`config.mk`:
```
export PLATFORM = sky130hd
export DESIGN_NAME = omni_pose_tracking_controller_core_flat
export DESIGN_NICKNAME = d
export VERILOG_FILES = /design/src/sv/optc_pkg.sv /design/src/sv/optc_if.sv /design/src/sv/optc_mac.sv /design/src/sv/omni_pose_tracking_controller_core.sv /design/src/flat_wrapper.sv
export SDC_FILE = /design/constraint.sdc
export NUM_CORES = 2
export LEC_CHECK = 0
export BUFFER_PORTS_ARGS = -buffer_cell sky130_fd_sc_hd__buf_4
export CAP_MARGIN = 0
export CORE_MARGIN = 1
export CORE_UTILIZATION = 45
export DETAILED_ROUTE_END_ITERATION = 12
export PLACE_DENSITY = 0.69
export SETUP_SLACK_MARGIN = 0.5
export SLEW_MARGIN = 20
export SYNTH_ARGS = -nofsm -noshare
export SYNTH_HDL_FRONTEND = slang
export SYNTH_SLANG_ARGS = --single-unit
```
`constraint.sdc`:
```
create_clock -name clk -period 15.2 [get_ports clk]
set_clock_uncertainty 0.1 [all_clocks]
set_input_delay 0.76 -clock clk [delete_from_list [all_inputs] [get_ports clk]]
set_output_delay 0.76 -clock clk [all_outputs]
set_load 0.005 [all_outputs]
```
`src/sv/optc_pkg.sv`:
```
package optc_pkg;

	localparam int CORDIC_STEPS_DEF = 16;
	localparam int IT_W = 5;
	localparam int MA_W = 38;
	localparam int MB_W = 18;
	localparam int ACC_W = 66;

	localparam logic signed [16:0] PI_Q13 = 17'sd25736;
	localparam logic signed [16:0] HALF_PI_Q13 = 17'sd12868;
	localparam logic signed [35:0] INV_GAIN_Q30 = 36'sd652032874;

	typedef enum logic {
		OP_GOAL = 1'b0,
		OP_POSE = 1'b1
	} opcode_t;

	typedef enum logic [1:0] {
		REG_GAIN_X = 2'd0,
		REG_GAIN_Y = 2'd1,
		REG_GAIN_TURN = 2'd2,
		REG_STOP_RADIUS = 2'd3
	} reg_idx_t;

	typedef struct packed {
		logic en;
		logic clr;
		logic sub;
		logic sh16;
	} mac_ctl_t;

	function automatic logic signed [16:0] atan_q13(input logic [IT_W-1:0] i);
		logic signed [16:0] r;
		case (i)
			5'd0: r = 17'sd6434;
			5'd1: r = 17'sd3798;
			5'd2: r = 17'sd2007;
			5'd3: r = 17'sd1019;
			5'd4: r = 17'sd511;
			5'd5: r = 17'sd256;
			5'd6: r = 17'sd128;
			5'd7: r = 17'sd64;
			5'd8: r = 17'sd32;
			5'd9: r = 17'sd16;
			5'd10: r = 17'sd8;
			5'd11: r = 17'sd4;
			5'd12: r = 17'sd2;
			5'd13: r = 17'sd1;
			default: r = 17'sd0;
		endcase
		return r;
	endfunction

	function automatic logic signed [31:0] sat32(input logic signed [ACC_W-1:0] v);
		logic signed [31:0] r;
		if (&v[ACC_W-1:31] || ~|v[ACC_W-1:31]) begin
			r = v[31:0];
		end else if (v[ACC_W-1]) begin
			r = 32'sh8000_0000;
		end else begin
			r = 32'sh7fff_ffff;
		end
		return r;
	endfunction

endpackage

```
`src/sv/optc_if.sv`:
```
interface optc_req_if;
	logic valid;
	logic ready;
	logic opcode;
	logic signed [31:0] pos_x;
	logic signed [31:0] pos_y;
	logic signed [15:0] quat_x;
	logic signed [15:0] quat_y;
	logic signed [15:0] quat_z;
	logic signed [15:0] quat_w;
	logic past_end;
	modport source(output valid, opcode, pos_x, pos_y, quat_x, quat_y, quat_z, quat_w,
		past_end, input ready);
	modport sink(input valid, opcode, pos_x, pos_y, quat_x, quat_y, quat_z, quat_w,
		past_end, output ready);
endinterface

interface optc_rsp_if;
	logic valid;
	logic ready;
	logic signed [31:0] vel_x;
	logic signed [31:0] vel_y;
	logic signed [31:0] turn_rate;
	logic stopped;
	modport source(output valid, vel_x, vel_y, turn_rate, stopped, input ready);
	modport sink(input valid, vel_x, vel_y, turn_rate, stopped, output ready);
endinterface

```
`src/sv/optc_mac.sv`:
```
module optc_mac
	import optc_pkg::*;
(
	input logic clk,
	input mac_ctl_t ctl,
	input logic signed [MA_W-1:0] a,
	input logic signed [MB_W-1:0] b,
	output logic signed [ACC_W-1:0] acc
);

	logic signed [MA_W+MB_W-1:0] prod;
	logic signed [ACC_W-1:0] ext;
	logic signed [ACC_W-1:0] term;
	logic signed [ACC_W-1:0] base;

	assign prod = a * b;
	assign ext = ACC_W'(prod);
	assign term = ctl.sh16 ? (ext <<< 16) : ext;
	assign base = ctl.clr ? '0 : acc;

	always_ff @(posedge clk) begin
		if (ctl.en) begin
			acc <= ctl.sub ? (base - term) : (base + term);
		end
	end

endmodule

```
`src/sv/omni_pose_tracking_controller_core.sv`:
```
// A goal item runs from transfer to goal update; a pose item from transfer to result valid,
// passing through the stop test states when that test runs. Both run on the shared CORDIC
// and the shared MAC.
// One item at a time; the next transfer can come in the cycle after the last state.
// A result still held stalls the last state.
// Reset (arst_n low, async): gains 0.5/0.5/1.0, stop radius 3277, goal cleared, idle.
module omni_pose_tracking_controller_core
	import optc_pkg::*;
#(
	parameter int CORDIC_STEPS = CORDIC_STEPS_DEF
) (
	input logic clk,
	input logic arst_n,
	input logic cfg_we,
	input logic [1:0] cfg_idx,
	input logic [30:0] cfg_wdata,
	optc_req_if.sink req,
	optc_rsp_if.source rsp
);

	typedef enum logic [23:0] {
		ST_IDLE  = 24'h000001,
		ST_QZW   = 24'h000002,
		ST_QXY   = 24'h000004,
		ST_QYY   = 24'h000008,
		ST_QZZ   = 24'h000010,
		ST_VINIT = 24'h000020,
		ST_VITER = 24'h000040,
		ST_VEND  = 24'h000080,
		ST_DIFF  = 24'h000100,
		ST_RNG   = 24'h000200,
		ST_SQ    = 24'h000400,
		ST_SQEND = 24'h000800,
		ST_GX    = 24'h001000,
		ST_GY    = 24'h002000,
		ST_RINIT = 24'h004000,
		ST_RITER = 24'h008000,
		ST_REND  = 24'h010000,
		ST_VX0   = 24'h020000,
		ST_VX1   = 24'h040000,
		ST_VY0   = 24'h080000,
		ST_VY1   = 24'h100000,
		ST_TR0   = 24'h200000,
		ST_TR1   = 24'h400000,
		ST_DONE  = 24'h800000
	} state_t;

	state_t st_q;

	logic [15:0] gain_x_q, gain_y_q, gain_turn_q;
	logic [30:0] stop_radius_q;
	logic signed [31:0] goal_x_q, goal_y_q;
	logic signed [15:0] goal_yaw_q;

	logic op_q, past_end_q;
	logic signed [31:0] px_q, py_q;
	logic signed [15:0] qx_q, qy_q, qz_q, qw_q;
	logic signed [35:0] num_q, cx_q, cy_q;
	logic signed [16:0] cz_q;
	logic [IT_W-1:0] it_q;
	logic neg_q, stop_q;
	logic signed [15:0] yaw_q;
	logic signed [32:0] dx_q, dy_q;
	logic [30:0] ax_q, ay_q;
	logic signed [MA_W-1:0] gx_q, gy_q;
	logic signed [MB_W-1:0] c_q, s_q;
	logic signed [31:0] vx_q, vy_q, tr_q;

	logic ov_q;
	logic signed [31:0] ovx_q, ovy_q, otr_q;
	logic ostop_q;

	mac_ctl_t mctl;
	logic signed [MA_W-1:0] ma;
	logic signed [MB_W-1:0] mb;
	logic signed [ACC_W-1:0] acc;

	optc_mac u_mac (
		.clk(clk),
		.ctl(mctl),
		.a(ma),
		.b(mb),
		.acc(acc)
	);

	logic signed [35:0] xs, ys, den, xr;
	logic signed [16:0] at, zc, dyaw, th;
	logic dpos, it_last, rng_ok, out_free;

	assign xs = cx_q >>> it_q;
	assign ys = cy_q >>> it_q;
	assign at = atan_q13(it_q);
	assign dpos = (st_q == ST_VITER) ? (cy_q <= 36'sd0) : !cz_q[16];
	assign it_last = (it_q == IT_W'(CORDIC_STEPS - 1));
	assign den = (36'sd1 <<< 28) - 36'(acc <<< 1);
	assign zc = (cz_q > PI_Q13) ? PI_Q13 : ((cz_q < -PI_Q13) ? -PI_Q13 : cz_q);
	assign dyaw = 17'(goal_yaw_q) - 17'(yaw_q);
	assign th = 17'(yaw_q);
	assign xr = neg_q ? -cx_q : cx_q;
	assign rng_ok = (dx_q[32] == dx_q[31]) && (dx_q != -33'sh80000000) &&
		(dy_q[32] == dy_q[31]) && (dy_q != -33'sh80000000);
	assign out_free = !ov_q || rsp.ready;

	assign req.ready = (st_q == ST_IDLE);
	assign rsp.valid = ov_q;
	assign rsp.vel_x = ovx_q;
	assign rsp.vel_y = ovy_q;
	assign rsp.turn_rate = otr_q;
	assign rsp.stopped = ostop_q;

	always_comb begin
		mctl = '0;
		ma = '0;
		mb = '0;
		case (st_q)
			ST_QZW: begin
				mctl = '{en: 1'b1, clr: 1'b1, sub: 1'b0, sh16: 1'b0};
				ma = MA_W'(qz_q);
				mb = MB_W'(qw_q);
			end
			ST_QXY: begin
				mctl = '{en: 1'b1, clr: 1'b0, sub: 1'b0, sh16: 1'b0};
				ma = MA_W'(qx_q);
				mb = MB_W'(qy_q);
			end
			ST_QYY: begin
				mctl = '{en: 1'b1, clr: 1'b1, sub: 1'b0, sh16: 1'b0};
				ma = MA_W'(qy_q);
				mb = MB_W'(qy_q);
			end
			ST_QZZ: begin
				mctl = '{en: 1'b1, clr: 1'b0, sub: 1'b0, sh16: 1'b0};
				ma = MA_W'(qz_q);
				mb = MB_W'(qz_q);
			end
			ST_SQ: begin
				mctl.en = 1'b1;
				mctl.clr = (it_q == '0);
				mctl.sh16 = !it_q[0];
				mctl.sub = (it_q[2:1] == 2'd2);
				case (it_q[2:1])
					2'd0: begin
						ma = MA_W'(ax_q);
						mb = it_q[0] ? MB_W'(ax_q[15:0]) : MB_W'(ax_q[30:16]);
					end
					2'd1: begin
						ma = MA_W'(ay_q);
						mb = it_q[0] ? MB_W'(ay_q[15:0]) : MB_W'(ay_q[30:16]);
					end
					default: begin
						ma = MA_W'(stop_radius_q);
						mb = it_q[0] ? MB_W'(stop_radius_q[15:0]) :
							MB_W'(stop_radius_q[30:16]);
					end
				endcase
			end
			ST_GX: begin
				mctl = '{en: 1'b1, clr: 1'b1, sub: 1'b0, sh16: 1'b0};
				ma = MA_W'(dx_q);
				mb = MB_W'(gain_x_q);
			end
			ST_GY: begin
				mctl = '{en: 1'b1, clr: 1'b1, sub: 1'b0, sh16: 1'b0};
				ma = MA_W'(dy_q);
				mb = MB_W'(gain_y_q);
			end
			ST_VX0: begin
				mctl = '{en: 1'b1, clr: 1'b1, sub: 1'b0, sh16: 1'b0};
				ma = gx_q;
				mb = c_q;
			end
			ST_VX1: begin
				mctl = '{en: 1'b1, clr: 1'b0, sub: 1'b0, sh16: 1'b0};
				ma = gy_q;
				mb = s_q;
			end
			ST_VY0: begin
				mctl = '{en: 1'b1, clr: 1'b1, sub: 1'b0, sh16: 1'b0};
				ma = gy_q;
				mb = c_q;
			end
			ST_VY1: begin
				mctl = '{en: 1'b1, clr: 1'b0, sub: 1'b1, sh16: 1'b0};
				ma = gx_q;
				mb = s_q;
			end
			ST_TR0: begin
				mctl = '{en: 1'b1, clr: 1'b1, sub: 1'b0, sh16: 1'b0};
				ma = MA_W'(dyaw);
				mb = MB_W'(gain_turn_q);
			end
			default: begin
				mctl = '0;
			end
		endcase
	end

	always_ff @(posedge clk or negedge arst_n) begin
		if (!arst_n) begin
			gain_x_q <= 16'd2048;
			gain_y_q <= 16'd2048;
			gain_turn_q <= 16'd4096;
			stop_radius_q <= 31'd3277;
		end else if (cfg_we) begin
			case (reg_idx_t'(cfg_idx))
				REG_GAIN_X: gain_x_q <= cfg_wdata[15:0];
				REG_GAIN_Y: gain_y_q <= cfg_wdata[15:0];
				REG_GAIN_TURN: gain_turn_q <= cfg_wdata[15:0];
				REG_STOP_RADIUS: stop_radius_q <= cfg_wdata;
				default: gain_x_q <= gain_x_q;
			endcase
		end
	end

	always_ff @(posedge clk or negedge arst_n) begin
		if (!arst_n) begin
			st_q <= ST_IDLE;
			goal_x_q <= '0;
			goal_y_q <= '0;
			goal_yaw_q <= '0;
			ov_q <= 1'b0;
			it_q <= '0;
		end else begin
			if (rsp.ready && st_q != ST_DONE) begin
				ov_q <= 1'b0;
			end
			case (st_q)
				ST_IDLE: begin
					if (req.valid) begin
						st_q <= ST_QZW;
					end
				end
				ST_QZW: st_q <= ST_QXY;
				ST_QXY: st_q <= ST_QYY;
				ST_QYY: st_q <= ST_QZZ;
				ST_QZZ: st_q <= ST_VINIT;
				ST_VINIT: begin
					it_q <= '0;
					st_q <= (num_q == '0 && den == '0) ? ST_VEND : ST_VITER;
				end
				ST_VITER: begin
					it_q <= it_q + 1'b1;
					if (it_last) begin
						st_q <= ST_VEND;
					end
				end
				ST_VEND: begin
					if (op_q == OP_GOAL) begin
						goal_x_q <= px_q;
						goal_y_q <= py_q;
						goal_yaw_q <= 16'(zc);
						st_q <= ST_IDLE;
					end else begin
						st_q <= ST_DIFF;
					end
				end
				ST_DIFF: st_q <= ST_RNG;
				ST_RNG: begin
					it_q <= '0;
					st_q <= (past_end_q && rng_ok) ? ST_SQ : ST_GX;
				end
				ST_SQ: begin
					it_q <= it_q + 1'b1;
					if (it_q == IT_W'(5)) begin
						st_q <= ST_SQEND;
					end
				end
				ST_SQEND: begin
					st_q <= (acc[ACC_W-1] || acc == '0) ? ST_DONE : ST_GX;
				end
				ST_GX: st_q <= ST_GY;
				ST_GY: st_q <= ST_RINIT;
				ST_RINIT: begin
					it_q <= '0;
					st_q <= ST_RITER;
				end
				ST_RITER: begin
					it_q <= it_q + 1'b1;
					if (it_last) begin
						st_q <= ST_REND;
					end
				end
				ST_REND: st_q <= ST_VX0;
				ST_VX0: st_q <= ST_VX1;
				ST_VX1: st_q <= ST_VY0;
				ST_VY0: st_q <= ST_VY1;
				ST_VY1: st_q <= ST_TR0;
				ST_TR0: st_q <= ST_TR1;
				ST_TR1: st_q <= ST_DONE;
				ST_DONE: begin
					if (out_free) begin
						ov_q <= 1'b1;
						st_q <= ST_IDLE;
					end
				end
				default: st_q <= ST_IDLE;
			endcase
		end
	end

	always_ff @(posedge clk) begin
		case (st_q)
			ST_IDLE: begin
				op_q <= req.opcode;
				past_end_q <= req.past_end;
				px_q <= req.pos_x;
				py_q <= req.pos_y;
				qx_q <= req.quat_x;
				qy_q <= req.quat_y;
				qz_q <= req.quat_z;
				qw_q <= req.quat_w;
			end
			ST_QYY: num_q <= 36'(acc <<< 1);
			ST_VINIT: begin
				if (num_q == '0 && den == '0) begin
					cz_q <= '0;
				end else if (den < 0) begin
					cx_q <= -den;
					cy_q <= -num_q;
					cz_q <= (num_q >= 0) ? PI_Q13 : -PI_Q13;
				end else begin
					cx_q <= den;
					cy_q <= num_q;
					cz_q <= '0;
				end
			end
			ST_VITER, ST_RITER: begin
				cx_q <= dpos ? (cx_q - ys) : (cx_q + ys);
				cy_q <= dpos ? (cy_q + xs) : (cy_q - xs);
				cz_q <= dpos ? (cz_q - at) : (cz_q + at);
			end
			ST_VEND: yaw_q <= 16'(zc);
			ST_DIFF: begin
				dx_q <= 33'(goal_x_q) - 33'(px_q);
				dy_q <= 33'(goal_y_q) - 33'(py_q);
			end
			ST_RNG: begin
				stop_q <= 1'b0;
				ax_q <= 31'(dx_q[32] ? -dx_q : dx_q);
				ay_q <= 31'(dy_q[32] ? -dy_q : dy_q);
			end
			ST_SQEND: stop_q <= acc[ACC_W-1] || acc == '0;
			ST_GY: gx_q <= MA_W'((acc + 66'sd2048) >>> 12);
			ST_RINIT: begin
				gy_q <= MA_W'((acc + 66'sd2048) >>> 12);
				cx_q <= INV_GAIN_Q30;
				cy_q <= '0;
				if (th > HALF_PI_Q13) begin
					cz_q <= th - PI_Q13;
					neg_q <= 1'b1;
				end else if (th < -HALF_PI_Q13) begin
					cz_q <= th + PI_Q13;
					neg_q <= 1'b1;
				end else begin
					cz_q <= th;
					neg_q <= 1'b0;
				end
			end
			ST_REND: begin
				c_q <= MB_W'((xr + 36'sd32768) >>> 16);
				s_q <= MB_W'(((neg_q ? -cy_q : cy_q) + 36'sd32768) >>> 16);
			end
			ST_VY0: vx_q <= sat32((acc + 66'sd8192) >>> 14);
			ST_TR0: vy_q <= sat32((acc + 66'sd8192) >>> 14);
			ST_TR1: tr_q <= sat32((acc + 66'sd256) >>> 9);
			ST_DONE: begin
				if (out_free) begin
					ovx_q <= stop_q ? '0 : vx_q;
					ovy_q <= stop_q ? '0 : vy_q;
					otr_q <= stop_q ? '0 : tr_q;
					ostop_q <= stop_q;
				end
			end
			default: begin
			end
		endcase
	end

	a_stop_zero: assert property (@(posedge clk) disable iff (!arst_n)
		rsp.valid && rsp.stopped |-> rsp.vel_x == 0 && rsp.vel_y == 0 && rsp.turn_rate == 0)
		else $error("stopped result with nonzero command");

	a_rise_from_done: assert property (@(posedge clk) disable iff (!arst_n)
		$rose(rsp.valid) |-> $past(st_q == ST_DONE))
		else $error("result raised outside done state");

	a_goal_no_result: assert property (@(posedge clk) disable iff (!arst_n)
		st_q == ST_VEND && op_q == OP_GOAL |=> st_q == ST_IDLE)
		else $error("goal item went on past yaw");

	a_yaw_range: assert property (@(posedge clk) disable iff (!arst_n)
		st_q == ST_DIFF |-> 17'(yaw_q) <= PI_Q13 && 17'(yaw_q) >= -PI_Q13)
		else $error("yaw outside clamp");

	a_busy: assert property (@(posedge clk) disable iff (!arst_n)
		req.valid && req.ready |=> !req.ready)
		else $error("accepted while busy");

endmodule
```
`src/flat_wrapper.sv`:
```
// flat-port wrapper written by rule: the top's interface ports become plain ports
module omni_pose_tracking_controller_core_flat import optc_pkg::*;
#(
	parameter int CORDIC_STEPS = CORDIC_STEPS_DEF
)
  (clk, arst_n, cfg_we, cfg_idx, cfg_wdata, req_valid, req_opcode, req_pos_x, req_pos_y, req_quat_x, req_quat_y, req_quat_z, req_quat_w, req_past_end, req_ready, rsp_valid, rsp_vel_x, rsp_vel_y, rsp_turn_rate, rsp_stopped, rsp_ready);
  optc_req_if req_i ();
  optc_rsp_if rsp_i ();
  input logic clk;
  input logic arst_n;
  input logic cfg_we;
  input logic [1:0] cfg_idx;
  input logic [30:0] cfg_wdata;
  input wire logic [$bits(req_i.valid)-1:0] req_valid;
  input wire logic [$bits(req_i.opcode)-1:0] req_opcode;
  input wire logic [$bits(req_i.pos_x)-1:0] req_pos_x;
  input wire logic [$bits(req_i.pos_y)-1:0] req_pos_y;
  input wire logic [$bits(req_i.quat_x)-1:0] req_quat_x;
  input wire logic [$bits(req_i.quat_y)-1:0] req_quat_y;
  input wire logic [$bits(req_i.quat_z)-1:0] req_quat_z;
  input wire logic [$bits(req_i.quat_w)-1:0] req_quat_w;
  input wire logic [$bits(req_i.past_end)-1:0] req_past_end;
  output wire logic [$bits(req_i.ready)-1:0] req_ready;
  output wire logic [$bits(rsp_i.valid)-1:0] rsp_valid;
  output wire logic [$bits(rsp_i.vel_x)-1:0] rsp_vel_x;
  output wire logic [$bits(rsp_i.vel_y)-1:0] rsp_vel_y;
  output wire logic [$bits(rsp_i.turn_rate)-1:0] rsp_turn_rate;
  output wire logic [$bits(rsp_i.stopped)-1:0] rsp_stopped;
  input wire logic [$bits(rsp_i.ready)-1:0] rsp_ready;
  assign req_i.valid = req_valid;
  assign req_i.opcode = req_opcode;
  assign req_i.pos_x = req_pos_x;
  assign req_i.pos_y = req_pos_y;
  assign req_i.quat_x = req_quat_x;
  assign req_i.quat_y = req_quat_y;
  assign req_i.quat_z = req_quat_z;
  assign req_i.quat_w = req_quat_w;
  assign req_i.past_end = req_past_end;
  assign req_ready = req_i.ready;
  assign rsp_valid = rsp_i.valid;
  assign rsp_vel_x = rsp_i.vel_x;
  assign rsp_vel_y = rsp_i.vel_y;
  assign rsp_turn_rate = rsp_i.turn_rate;
  assign rsp_stopped = rsp_i.stopped;
  assign rsp_i.ready = rsp_ready;
  omni_pose_tracking_controller_core #(.CORDIC_STEPS(CORDIC_STEPS)) u_core (.clk(clk), .arst_n(arst_n), .cfg_we(cfg_we), .cfg_idx(cfg_idx), .cfg_wdata(cfg_wdata), .req(req_i), .rsp(rsp_i));
endmodule
```
# [Word-level counts from Yosys, hierarchy flattened]
# Memory sizes are Yosys's and may differ from the RTL's.
# Index checks and enable logic that the tools add are counted.
[totals] ff_bits=960 mem_bits_ro=208 input_bits=168 output_inout_bits=99 wordCells=222 memories=1
[mem_list] name="(name not given)" depth=16 word_bits=13 rd=1 rd_clocked_by_memory_dff=0 wr=0 line="optc_pkg.sv:34" text="case (i)"
[classes] add_sub_neg=26 mul=1 magnitude_cmp=7 n_eq_ne=42 shift=2 mux=54 bitwise=1 n_reduce_logical=47
[ops] cell="$pmux 24 s24" n=1
[ops] cell="$pmux 38 s9" n=1
[ops] cell="$mux 36" n=6
[ops] cell="$pmux 36 s3" n=2
[ops] cell="$mux 66" n=3
[ops] cell="$pmux 18 s9" n=1
[ops] cell="$mux 24" n=6
[ops] cell="$mux 32" n=4
[ops] cell="$mux 17" n=7
[ops] cell="$mux 16" n=5
[ops] cell="$add 36x36->36" n=2
[ops] cell="$logic_not 36->1" n=2
[ops] cell="$neg 36->36" n=2
[ops] cell="$sshr 36x5->36" n=2
[ops] cell="$sub 36x36->36" n=2
[ops] cell="$add 34x17->34 const B" n=2
[ops] cell="$mux 34" n=2
[ops] cell="$neg 34->34" n=2
[ops] cell="$add 66x10->66 const B" n=1
[ops] cell="$add 66x15->66 const B" n=1
[ops] cell="$add 66x66->66" n=1
[ops] cell="$logic_not 66->1" n=1
[ops] cell="$ne 33x32->1 const B" n=2
[ops] cell="$sub 32x32->33" n=2
[ops] cell="78 further kinds" n=120

# [Longest topological paths before layout]
[depth] ltp_word=7 ltp_mapped=59 depth_no_buf=57

# [Cells and area by module]
# From an unflattened synthesis, not the netlist that was laid out.
[hier_totals] cells_unflattened=9468 area_unflattened_um2=90659.4
[modules_own_cells] module="omni_pose_tracking_controller_core" instances=1 cells_each=5603 area_per_inst_um2=57823.0 seq_area_each_um2=25913.6
[modules_own_cells] module="optc_mac" instances=1 cells_each=3865 area_per_inst_um2=32836.5 seq_area_each_um2=1981.9

# [Least setup slack after synthesis]
# Ideal clock, no wire load.
[synth_path] path_kind="flip-flop to flip-flop" from="register u_core.st_q[10]" to="register u_core.u_mac.acc[62] (data pin)" setup_time_ns=0.263 arrival_time_ns=13.578 required_time_ns=14.837 slack_ns=1.259 path_stages_with_launch=46 n_path_buf=3 period_less_slack_ns=13.941 cell_sequence="dfrtp_1 -> nor4_1 -> nand2_1 -> or4_1 -> nor3b_1 -> clkbuf_1 -> a222oi_1 -> nand2_1 -> clkbuf_1 -> nand2_1 -> fa_1 -> inv_1 -> fa_1 -> fa_1 -> fa_1 -> inv_1 -> fa_1 -> inv_1 -> (+10 left out) -> clkbuf_1 -> nand2b_1 -> o21ai_0 -> xnor2_1 -> ha_1 -> a21o_1 -> a21o_1 -> a2111oi_0 -> o41ai_1 -> a21o_1 -> a21o_1 -> and2_1 -> a211o_1 -> a21oi_1 -> o21ai_0 -> a221o_1 -> a21oi_1 -> xnor2_1"
[synth_between] elab_chain_len=7 elab_cells_between_ends=29 cone_classes="add/sub: 2; mul: 1; eq/ne: 12; mux: 6; reduce/logical: 8"
[synth_rtl] element="from (decl)" line="omni_pose_tracking_controller_core.sv:48" text="state_t st_q;"
[synth_rtl] element="from (signal assigned)" line="omni_pose_tracking_controller_core.sv:239" text="st_q <= (num_q == '0 && den == '0) ? ST_VEND : ST_VITER;"
[synth_rtl] element="from (signal assigned)" line="omni_pose_tracking_controller_core.sv:260" text="st_q <= (past_end_q && rng_ok) ? ST_SQ : ST_GX;"
[synth_rtl] element="from (signal assigned)" line="omni_pose_tracking_controller_core.sv:269" text="st_q <= (acc[ACC_W-1] || acc == '0) ? ST_DONE : ST_GX;"
[synth_rtl] element="$eq 24x18->1, or another cell as far along" line="omni_pose_tracking_controller_core.sv:115" text="case (st_q)"
[synth_rtl] element="$reduce_or 2->1 (no source line)"
[synth_rtl] element="$pmux 38 s9 / $pmux 18 s9 (equally long branches)" line="omni_pose_tracking_controller_core.sv:115"
[synth_rtl] element="$mul 38x18->56" line="optc_mac.sv:16" text="assign prod = a * b;"
[synth_rtl] element="$mux 66" line="optc_mac.sv:18" text="assign term = ctl.sh16 ? (ext <<< 16) : ext;"
[synth_rtl] element="$add 66x66->66 / $sub 66x66->66 (equally long branches)" line="optc_mac.sv:23" text="acc <= ctl.sub ? (base - term) : (base + term);"
[synth_rtl] element="$mux 66 (*)" line="optc_mac.sv:23"
[synth_rtl] element="to (signal assigned)" line="optc_mac.sv:23"
[synth_rtl] element="to (decl)" line="optc_mac.sv:8" text="output logic signed [ACC_W-1:0] acc"
# Every way passes the cells marked *; elsewhere a longest branch is shown, timed or not.
# A chain may end at the register's enable or synchronous reset.

# [Worst setup path after layout]
[layout_path] from="register u_core.st_q[21]" to="register u_core.u_mac.acc[62] (data pin)"
# Same word-level chain as after synthesis.

==> flow_summary.toml <==
[outcome]
status = "completed"

[synthesis]
syn_inst = 9288
synth.most_common_cell = "nand2_1"
ys_top_cells_by_count = "nand2_1 (1029), inv_1 (989), edfxtp_1 (771), nor2_1 (760), fa_1 (656)"
synth_area_um2 = 88200
synth_fp_nets = 10503
synthTopCellsByArea = "edfxtp_1 (26%), fa_1 (15%), ha_1 (5.5%)"
yosys.area.top_type = "edfxtp_1"
avgSynthCellArea_um2 = 9.49
yosysSeqAreaShare = 0.316
async_flop_share = 0.197
ys.flop_type = "edfxtp_1"
synth-seq-cells = 960
synth_edf_count = 771
yosys_warnings = 0
ys_types = 119
synth_top_area_frac = 0.263

[pwr]
ir_worst_vdd_mv = 0.317
p_sw_mw = 7.60
clockPowerShare = 0.165
p_leak_nw = 41.5
power_frac_comb = 0.574
pwr-share-seq = 0.261
p_int_mw = 8.80
p_sw_frac = 0.464
power_density_nw_per_um2 = 167

[drt]
via_per_inst = 5.95
firstDrtPassIters = 10
first_iter_violations = 7735
postRouteAntennaNets = 0
via_count = 72519
drc_errors = 0
wirelength_mm = 297
wl_per_cell_um = 24.3

[grt]
grt_pass1_wl_mm = 446
overflow = 0
first_global_vias = 71663
antenna_found_initial = 6
grt_start_max_net_pins = 101
grt_usage = 0.297

[critical_path]
worstSetupEndpointType = "flop"
crit_top_cell = "fa_1"
setup.worst_path.start_class = "flop"
regToRegSetupSlack_ps = 1100
crit_buf_inv = 4
cpPeakStageDelay_ps = 780
cp_slowest_cell = "and2_4"
worst-setup-path-type = "reg2reg"
worstPathMaxFanout = 56
crit_arrival_ps = 14510
critPathRequiredTime_ps = 15610
cp_top_family = "compound AO/OA/AOI/OAI gates"

[finish]
num-fill-cells = 17557
area_growth_pct = 11.6
nNetsFinal = 10688
drive_above_1_share = 0.108

[clock_tree]
h-tree-depth = 3
path_clk_slew_ps = 60
clock_path_buffers = 3
cts-root-buf = "clkbuf_16"
cts_buffers = 109
insertion_delay_ps = 810
cts.sinks = 960
cts_tree = "built"

[timing]
slew_violations = 0
period_minus_slack_ps = 14100
finalCritPeriodShare = 0.928
rsz0062_at_grt = "true"
hold_violations = 0
max_freq_mhz = 70.9
max_slew_margin = 0.0636
finalSetupTns_ps = 0
finalSetupViolCount = 0
fin_ws_ps = 1100
tightest_slew_ps = 1390

[placement]
numPortBuffers = 266
hpwl_mm = 230
gp_congestion = 1.00
dp_slack_ps = 415

[floorplanning]
num_io_pins = 267
coreArea_um2 = 195000
fp.dieW_um = 445
fp.dieH_um = 445
design.die.area_um2 = 198000
start_util = 0.453
rows = 162

[min_path]
hp-class = "in2reg"

[job]
maxCapViolCount = 0
[kinds of logic after synthesis]
logic type	share of synthesized area
simple gates	0.156
compound gates	0.136
buf+inv	0.0638
fa+ha+maj	0.205
flops	0.316
xor+xnor	0.0696
mux	0.0538
[metal layers]
| layer | share of wire | up-vias | GRT usage |
|---|---|---|---|
| met1 | 0.39 | 35722 | 0.383 |
| met4 | 0.066 | 4 | 0.171 |
| met5 | 0.00023 | - | 0 |
| li1 | - | 32479 | - |
| met2 | 0.44 | 3610 | 0.461 |
| met3 | 0.095 | 704 | 0.0621 |
[power by group through the flow]
| stage | clock network [mW] | logic [mW] | registers [mW] |
|---|---|---|---|
| floorplan | 0 | 6.80 | 3.85 |
| global placement | 0 | 8.94 | 4.29 |
| detailed placement | 0 | 9.10 | 4.30 |
| CTS | 2.75 | 9.18 | 4.25 |
| global route | 2.85 | 10.3 | 4.29 |
| finish | 2.71 | 9.41 | 4.28 |
[path summary, 6_finish.rpt]
path                                                  from                              endpoint  cells after the start
max in group asynchronous                           arst_n            u_core.it_q[2]$_DFFE_PN0P_                      3
min in group asynchronous                           arst_n  u_core.stop_radius_q[20]$_DFFE_PN0P_                      2
max                            u_core.st_q[21]$_DFFE_PN0P_        u_core.u_mac.acc[62]$_DFFE_PP_                     44
min                                           req_pos_y[3]              u_core.py_q[3]$_DFFE_PP_                      1
max reg2reg                    u_core.st_q[21]$_DFFE_PN0P_        u_core.u_mac.acc[62]$_DFFE_PP_                     44
min reg2reg                u_core.goal_y_q[29]$_DFFE_PN0P_       u_core.goal_y_q[29]$_DFFE_PN0P_                      2
[per-stage QoR]
step / total power, mW / cell area, µm² / instances / util / hold slack (ps)
after floorplan: 10.6 / 88200 / 9288 / - / 324
after global placement: 13.2 / 93100 / 11850 / 0.478 / 366
after detailed placement: 13.4 / 93100 / 11850 / 0.478 / 371
after CTS: 16.2 / 98100 / 12185 / 0.503 / 0.162
after global routing: 17.4 / 98400 / 12193 / 0.505 / 24.0
final: 16.4 / 98400 / 12197 / 0.505 / 49.9
[state kept, by name, summed over array words and instances, names as in the netlist, 31 cells and up]
name                  count
u_core.u_mac.acc         66
u_core.ay_q              31
u_core.dx_q              33
u_core.goal_x_q          32
u_core.num_q             35
u_core.rsp.turn_rate     32
u_core.cy_q              36
u_core.vy_q              32
u_core.tr_q              32
u_core.cx_q              36
u_core.rsp.vel_x         32
u_core.vx_q              32
u_core.gy_q              38
u_core.goal_y_q          32
u_core.rsp.vel_y         32
u_core.dy_q              33
u_core.stop_radius_q     31
u_core.gx_q              38
u_core.py_q              32
u_core.ax_q              31
u_core.px_q              32
[layout by cell type (no fill, tap or decap), types with 164 or more instances in the layout]
cell / Yosys / layout
xor2_1: 258 / 256
nor2b_1: 172 / 170
dfrtp_1: 178 / 174
nand2_1: 1029 / 1028
o21ai_0: 406 / 401
buf_4: 3 / 428
ha_1: 391 / 385
nor2_1: 760 / 756
edfxtp_1: 771 / 771
nand3_1: 165 / 164
inv_1: 989 / 983
xnor2_1: 443 / 432
fa_1: 656 / 656
a21oi_1: 439 / 430
[timing repair]
| item | 4_1_cts | 5_1_grt |
|---|---|---|
| cloned | 0 | 0 |
| hold endpoints to repair | 202 | 0 |
| hold buffers | 129 | 0 |
| setup endpoints to repair | 6 | 18 |
| buffers inserted | 0 | 5 |
| gates resized for setup | 1 | 63 |
| pin swaps | 0 | 4 |
[cell type report]
class	instances	area [µm²]	area share
antenna	5	12.5	0.000127
clock buffer	137	2980	0.0302
clock inverter	69	667	0.00677
inverter	994	3740	0.0380
multi-input combinational	6846	55300	0.562
sequential	960	27900	0.283
tap	2624	3280	0.0333
timing repair buffer	562	4550	0.0462
(Power assumes the default switching activity.)
